**config.mk**
```make
export PLATFORM = sky130hd
export DESIGN_NAME = semaphore_wait_queue_table
export DESIGN_NICKNAME = d
export VERILOG_FILES = /design/src/sv/swqt_pkg.sv /design/src/sv/swqt_match.sv /design/src/sv/semaphore_wait_queue_table.sv
export SDC_FILE = /design/constraint.sdc
export NUM_CORES = 2
export LEC_CHECK = 0
export ABC_AREA = 1
export BUFFER_PORTS_ARGS = -buffer_cell sky130_fd_sc_hd__buf_2
export CORE_ASPECT_RATIO = 1.5
export CORE_MARGIN = 2
export CORE_UTILIZATION = 40
export DETAILED_ROUTE_END_ITERATION = 12
export GPL_TIMING_DRIVEN = 0
export PLACE_DENSITY = 0.56
export SYNTH_ARGS = -nofsm -noshare
export SYNTH_HDL_FRONTEND = slang
export SYNTH_SLANG_ARGS = --single-unit
```
**constraint.sdc**
```tcl
create_clock -name clk -period 5.85 [get_ports clk]
set_input_delay 0.8775 -clock clk [delete_from_list [all_inputs] [get_ports clk]]
set_output_delay 0.8775 -clock clk [all_outputs]
set_load 0.01 [all_outputs]
```
**src/sv/swqt_pkg.sv**
```systemverilog
// Shared types and constants for the semaphore wait queue table.
`default_nettype none

package swqt_pkg;

  localparam int NUM_PROCS = 16;
  localparam int NUM_SEMS  = 16;
  localparam int ADDR_BITS = 32;
  localparam int PID_W     = $clog2(NUM_PROCS);
  localparam int SLOT_W    = $clog2(NUM_SEMS);

  typedef enum logic [1:0] {
    CMD_BLOCK  = 2'd0,
    CMD_WAKE   = 2'd1,
    CMD_REMOVE = 2'd2,
    CMD_PEEK   = 2'd3
  } cmd_t;

  typedef enum logic [1:0] {
    ST_OK       = 2'd0,
    ST_NOTFOUND = 2'd1,
    ST_FULL     = 2'd2,
    ST_BAD      = 2'd3
  } status_t;

  typedef struct packed {
    logic [1:0]           command;
    logic [ADDR_BITS-1:0] sem_addr;
    logic [PID_W-1:0]     proc_id;
  } in_item_t;

  typedef struct packed {
    logic [1:0]       status;
    logic             proc_valid;
    logic [PID_W-1:0] proc_out;
  } out_item_t;

  // key lookup result
  typedef struct packed {
    logic              hit;
    logic [SLOT_W-1:0] hit_slot;
    logic              free_ok;
    logic [SLOT_W-1:0] free_slot;
  } match_t;

endpackage

`default_nettype wire

```
**src/sv/swqt_match.sv**
```systemverilog
// Parallel key compare and lowest-free-slot search over the descriptor table.
`default_nettype none

module swqt_match
  import swqt_pkg::*;
(
  input  wire logic [ADDR_BITS-1:0] addr,
  input  wire logic [ADDR_BITS-1:0] keys [NUM_SEMS],
  input  wire logic [NUM_SEMS-1:0]  used,
  output match_t                    res
);

  always_comb begin
    res = '0;
    // scan downward so the lowest index wins
    for (int s = NUM_SEMS - 1; s >= 0; s--) begin
      if (used[s] && keys[s] == addr) begin
        res.hit      = 1'b1;
        res.hit_slot = SLOT_W'(s);
      end
      if (!used[s]) begin
        res.free_ok   = 1'b1;
        res.free_slot = SLOT_W'(s);
      end
    end
  end

endmodule

`default_nettype wire

```
**src/sv/semaphore_wait_queue_table.sv**
```systemverilog
// Top level: active semaphore table with per-semaphore FIFO of blocked processes.
`default_nettype none

// One command is taken per clock whenever busy is low; busy is high only while
// reset is asserted. A command is captured in the input register at the
// transfer edge, executed against the table in the following cycle (key match
// over all descriptors, then the linked-list pointer update). Its single result
// is registered on out_data with out_strobe high for exactly one cycle, the
// cycle after execution, and it is taken at the edge that ends that cycle.
// The receiver cannot stall: the result is gone after that cycle, so a consumer
// must sample every strobe. Back-to-back commands see each other's table updates
// in order, so the sustained rate is one command per clock. Of the table, reset
// clears only the used and blocked marks; no clearing pass is run.

module semaphore_wait_queue_table
  import swqt_pkg::*;
(
  input  wire logic      clk,
  input  wire logic      rst_n,
  input  wire logic      start,
  output logic           busy,
  input  wire in_item_t  in_data,
  output logic           out_strobe,
  output out_item_t      out_data
);

  // input register
  logic     in_valid_r;
  in_item_t in_q_r;

  // table state
  logic [ADDR_BITS-1:0] sem_key_r       [NUM_SEMS];
  logic [NUM_SEMS-1:0]  sem_used_r;
  logic [PID_W-1:0]     queue_head_r    [NUM_SEMS];
  logic [PID_W-1:0]     queue_tail_r    [NUM_SEMS];
  logic [PID_W-1:0]     proc_next_r     [NUM_PROCS];
  logic [PID_W-1:0]     proc_prev_r     [NUM_PROCS];
  logic [NUM_PROCS-1:0] proc_blocked_r;
  logic [SLOT_W-1:0]    proc_sem_slot_r [NUM_PROCS];

  // result register
  logic      out_strobe_r;
  out_item_t out_data_r;
  out_item_t out_nxt;

  cmd_t              cmd;
  logic              bad_addr;
  logic              pid_blocked;
  match_t            mt;
  logic [SLOT_W-1:0] sel;
  logic [PID_W-1:0]  head, tail, up, up_next, up_prev;
  logic              do_block, block_new, do_unlink;

  assign busy = !rst_n;

  always_ff @(posedge clk) begin
    if (!rst_n) begin
      in_valid_r <= 1'b0;
    end else begin
      in_valid_r <= start && !busy;
    end
  end

  always_ff @(posedge clk) begin
    if (start && !busy) begin
      in_q_r <= in_data;
    end
  end

  swqt_match u_match (
    .addr (in_q_r.sem_addr),
    .keys (sem_key_r),
    .used (sem_used_r),
    .res  (mt)
  );

  // decode and single-pass execution of the registered command
  always_comb begin
    cmd         = cmd_t'(in_q_r.command);
    bad_addr    = (in_q_r.sem_addr == '0) || (&in_q_r.sem_addr);
    pid_blocked = proc_blocked_r[in_q_r.proc_id];

    // remove uses the process's own semaphore, the others the matched key
    sel  = (cmd == CMD_REMOVE) ? proc_sem_slot_r[in_q_r.proc_id] : mt.hit_slot;
    head = queue_head_r[sel];
    tail = queue_tail_r[sel];
    up   = (cmd == CMD_REMOVE) ? in_q_r.proc_id : head;
    up_next = proc_next_r[up];
    up_prev = proc_prev_r[up];

    do_block  = 1'b0;
    block_new = 1'b0;
    do_unlink = 1'b0;
    out_nxt   = '0;

    case (cmd)
      CMD_BLOCK: begin
        if (bad_addr || pid_blocked) begin
          out_nxt.status = ST_BAD;
        end else if (!mt.hit && !mt.free_ok) begin
          out_nxt.status = ST_FULL;
        end else begin
          out_nxt.status = ST_OK;
          do_block       = in_valid_r;
          block_new      = !mt.hit;
        end
      end
      CMD_REMOVE: begin
        if (!pid_blocked) begin
          out_nxt.status = ST_BAD;
        end else begin
          out_nxt.status     = ST_OK;
          out_nxt.proc_valid = 1'b1;
          out_nxt.proc_out   = in_q_r.proc_id;
          do_unlink          = in_valid_r;
        end
      end
      CMD_WAKE, CMD_PEEK: begin
        if (bad_addr) begin
          out_nxt.status = ST_BAD;
        end else if (!mt.hit) begin
          out_nxt.status = ST_NOTFOUND;
        end else begin
          out_nxt.status     = ST_OK;
          out_nxt.proc_valid = 1'b1;
          out_nxt.proc_out   = head;
          do_unlink          = in_valid_r && (cmd == CMD_WAKE);
        end
      end
      default: begin
        out_nxt.status = ST_BAD;
      end
    endcase
  end

  // used and blocked marks
  always_ff @(posedge clk) begin
    if (!rst_n) begin
      sem_used_r     <= '0;
      proc_blocked_r <= '0;
    end else begin
      if (do_block) begin
        proc_blocked_r[in_q_r.proc_id] <= 1'b1;
        if (block_new) begin
          sem_used_r[mt.free_slot] <= 1'b1;
        end
      end
      if (do_unlink) begin
        proc_blocked_r[up] <= 1'b0;
        // last waiter leaves: release the descriptor
        if (head == up && tail == up) begin
          sem_used_r[sel] <= 1'b0;
        end
      end
    end
  end

  // keys and list pointers, valid only under a set mark
  always_ff @(posedge clk) begin
    if (do_block) begin
      if (block_new) begin
        sem_key_r[mt.free_slot]    <= in_q_r.sem_addr;
        queue_head_r[mt.free_slot] <= in_q_r.proc_id;
        queue_tail_r[mt.free_slot] <= in_q_r.proc_id;
        proc_sem_slot_r[in_q_r.proc_id] <= mt.free_slot;
      end else begin
        // append behind the current tail
        proc_next_r[tail]               <= in_q_r.proc_id;
        proc_prev_r[in_q_r.proc_id]     <= tail;
        queue_tail_r[mt.hit_slot]       <= in_q_r.proc_id;
        proc_sem_slot_r[in_q_r.proc_id] <= mt.hit_slot;
      end
      proc_next_r[in_q_r.proc_id] <= in_q_r.proc_id;
    end
    if (do_unlink) begin
      if (head == up && tail == up) begin
        // descriptor freed, pointers left stale
      end else if (head == up) begin
        queue_head_r[sel] <= up_next;
      end else if (tail == up) begin
        queue_tail_r[sel] <= up_prev;
      end else begin
        proc_next_r[up_prev] <= up_next;
        proc_prev_r[up_next] <= up_prev;
      end
    end
  end

  // result register
  always_ff @(posedge clk) begin
    if (!rst_n) begin
      out_strobe_r <= 1'b0;
    end else begin
      out_strobe_r <= in_valid_r;
    end
  end

  always_ff @(posedge clk) begin
    if (in_valid_r) begin
      out_data_r <= out_nxt;
    end
  end

  assign out_strobe = out_strobe_r;
  assign out_data   = out_data_r;

  // a result is only produced for a command executed the cycle before
  a_strobe_follows_cmd: assert property (@(posedge clk) disable iff (!rst_n)
    out_strobe_r |-> $past(in_valid_r))
    else $error("result strobe without an executed command");

  a_valid_means_ok: assert property (@(posedge clk) disable iff (!rst_n)
    out_strobe_r && out_data_r.proc_valid |-> out_data_r.status == ST_OK)
    else $error("process reported with an error status");

  a_no_proc_zero: assert property (@(posedge clk) disable iff (!rst_n)
    out_strobe_r && !out_data_r.proc_valid |-> out_data_r.proc_out == '0)
    else $error("proc_out nonzero without proc_valid");

  a_unlink_clears: assert property (@(posedge clk) disable iff (!rst_n)
    do_unlink |=> !proc_blocked_r[$past(up)])
    else $error("dequeued process still marked blocked");

  a_block_sets: assert property (@(posedge clk) disable iff (!rst_n)
    do_block |=> proc_blocked_r[$past(in_q_r.proc_id)] && sem_used_r[$past(sel)] ||
                 proc_blocked_r[$past(in_q_r.proc_id)] && $past(block_new))
    else $error("blocked process not recorded");

endmodule

`default_nettype wire

```
==> results.ini <==
[outcome]
status = finished, violations left
failed_checks = setup timing

[routing]
vias = 30500
post-route-drc-count = 0
routed_wirelength_mm = 158
routed_via_density = 5.73
antenna_left = 0
routedWlPerCell_um = 29.7
first_pass_iters = 6
first_iter_violations = 3288

[logic_synthesis]
avgSynthCellArea_sq_um = 11.4
yosys_warnings = 0
syn_nets = 3590
async_flop_share_pct = 0
ys.flop_type = edfxtp_1
ys_ff_latch = 915
syn-cell-area_sq_um = 40500
netlist_instances = 3549
yosys.cell_types.count = 62
ys_seq_area_share_pct = 66.9
synth_edf_count = 877

[global_route]
grt_pass1_vias = 29500
antenna_found_initial = 18
grt_pass1_wl_mm = 216
track_usage_pct = 29.8
overflow = 0
grt_max_degree = 47

[die]
die_x_um = 264
core-area_sq_um = 100000
row_count = 142
ios = 50
start_util_pct = 40.4
die_h_um = 394
dieArea_sq_um = 104000

[setup_path]
rr_startpoint = in_q_r[5]$_DFFE_PP_
crit_fanout = 7
cp-start-kind = register
required_ps = 6220
cp-startpoint = in_q_r[5]$_DFFE_PP_
cp-end-kind = register
arrival_ps = 7030
crit_slowest_cell = edfxtp_1
critPathKind = reg2reg
max_stage_delay_ps = 530

[sta]
maxSlewViolCount = 0
max_freq_ghz = 0.150
fin_crit_ps = 6660
setup_slack_ps = -809
whs_ps = 349
setup_violations = 581
rsz0062_at_grt = true
worst_slew_pin_slew_ps = 925
max_slew_margin_pct = 38.4
fin_tns_setup_ps = -306050
min_period_over_period_pct = 114
fin_skew_ps = 31.7
finalHoldViolations = 0

[final_layout]
final_nets = 3995
layoutNonFillerInstCount = 5329
multi_input_area_sq_um = 13900
finish.utilization_pct = 51.2
seqCellArea_sq_um = 27100
fill_cells = 8601
area_growth_pct = 26.7
drive_gt1_share_pct = 26.1
stdcell_area_sq_um = 51300

[job]
drv_cap = 0

[cts]
clock_sinks = 915
ctsHtreeMaxLevel = 3
clockRootBuffer = clkbuf_16
clk_latency_ps = 710
path_clk_slew_ps = 60
cts_tree = done
cts_made_buffers = 90
cts_hold_buf = 0
clockBufferDepth = 3

[pwr]
finalPower_mw = 15.4
power_density_nw_per_um2 = 301
p_leak_nw = 18.4
irDropWorstVdd_uv = 274

[placed_design]
place_congestion = 0.969
place_ws_ps = -4570
dp_cells = 4926
place_area_sq_um = 43100
hpwl_mm = 102
portBuffers = 49

[hold_path]
hold_class = in2reg
min_from = in_data[17]

==> critical path: cells and delay by family (launching register included) <==
family | cells | cell delay, ps
compound gates | 4 | 860
simple gates | 30 | 3950
buf+inv | 7 | 960
flops | 1 | 530
==> metal layers <==
| layer | track usage (%) | share of wire [%] | vias up |
|---|---|---|---|
| met3 | 4.65 | 7.5 | 557 |
| li1 | - | - | 13300 |
| met5 | 0 | 0.056 | - |
| met4 | 23.2 | 9.6 | 12 |
| met2 | 53.1 | 51 | 1659 |
| met1 | 31.2 | 32 | 15000 |
==> logic make-up (layout without fill, tap and decap cells) <==
kind of cell | count (synthesis) | in the layout | synth area share, %
flops | 915 | 915 | 66.9
xor+xnor | 159 | 159 | 3.44
mux | 19 | 19 | 0.473
buf+inv | 466 | 940 | 5.24
other cells | 0 | 6 | 0
simple gates | 1484 | 1486 | 16.1
compound gates | 506 | 508 | 7.86
==> registers in the layout (all words and copies together) (netlist names), named ones only <==
signal / count
proc_next_r: 64
cmd: 2
sem_used_r: 16
sem_key_r: 512
out_strobe: 1
out_data: 7
proc_sem_slot_r: 64
queue_head_r: 64
in_valid_r: 1
in_q_r: 36
proc_prev_r: 64
queue_tail_r: 64
proc_blocked_r: 16
==> path summary, 6_finish.rpt <==
kind	endpoint	slack, ps	depth (start not counted)
worst max-delay path	proc_next_r[1][2]$_DFFE_PP_	-810	41
worst min-delay path	in_q_r[17]$_DFFE_PP_	350	1
worst max register to register	proc_next_r[1][2]$_DFFE_PP_	-810	41
worst min register to register	proc_blocked_r[6]$_SDFF_PN0_	480	2
==> report_power, final <==
| group | total, mW | internal, mW | switching [mW] |
|---|---|---|---|
| sequential | 7.28 | 7.24 | 0.0305 |
| clock | 5.84 | 3.26 | 2.58 |
| combinational | 2.30 | 0.804 | 1.50 |
==> synthesized netlist by cell type (38+ instances only) <==
cell      instances  area share (%)
buf_2            59            0.73
dfxtp_1          38             1.9
a221oi_1         50             1.1
edfxtp_1        877              65
xnor2_1         116             2.5
nand4_1          62            0.96
inv_1           278             2.6
a21oi_1          39            0.48
nor2_1          290             2.7
o22ai_1          87             1.3
xor2_1           43            0.93
nand2_1         797             7.4
nand3_1         142             1.8
o21ai_0         180             2.2
o21ai_1          50            0.62
nor4_1           42            0.65
==> layout by cell type, fill, tap and decap left out, types with 17 or more instances in the layout <==
cell | netlist | final
edfxtp_1 | 877 | 877
nand2_1 | 797 | 661
inv_1 | 278 | 260
nor2_1 | 290 | 198
buf_4 | 32 | 192
o21ai_0 | 180 | 151
xnor2_1 | 116 | 116
nand3_1 | 142 | 101
clkbuf_16 | 0 | 94
o22ai_1 | 87 | 87
nor2_4 | 7 | 87
buf_6 | 22 | 81
nand2_2 | 25 | 78
buf_2 | 59 | 73
nand4_1 | 62 | 62
nand2_4 | 9 | 61
a221oi_1 | 50 | 48
o21ai_1 | 50 | 47
xor2_1 | 43 | 43
buf_12 | 0 | 41
dfxtp_1 | 38 | 38
clkbuf_1 | 33 | 36
a21oi_1 | 39 | 34
nand2_8 | 0 | 32
nor4_1 | 42 | 31
inv_2 | 35 | 29
clkinv_1 | 3 | 29
nand3_2 | 3 | 27
nor3_1 | 34 | 26
or2_2 | 26 | 26
o211ai_1 | 25 | 25
o21ai_2 | 0 | 21
a211oi_1 | 20 | 20
buf_8 | 1 | 18
nor2_2 | 6 | 18
nand3_4 | 0 | 17
==> repair_timing <==
action,CTS,global route
endpoints found under the setup margin,1191,631
setup buffers,161,62
cloned,10,5
pin swaps,110,165
resized for setup,484,337
==> cell type report <==
class                           instances  share of cell area (%)
Inverter                              317                    2.58
Multi-Input combinational cell       2172                    27.1
Antenna cell                            6                  0.0293
Clock inverter                         57                   0.981
Timing Repair Buffer                  314                    6.16
Buffer                                144                    2.51
Clock buffer                          108                    4.64
Sequential cell                       915                    52.8
Tap cell                             1296                    3.16
Power figures use the tool's default switching activity.
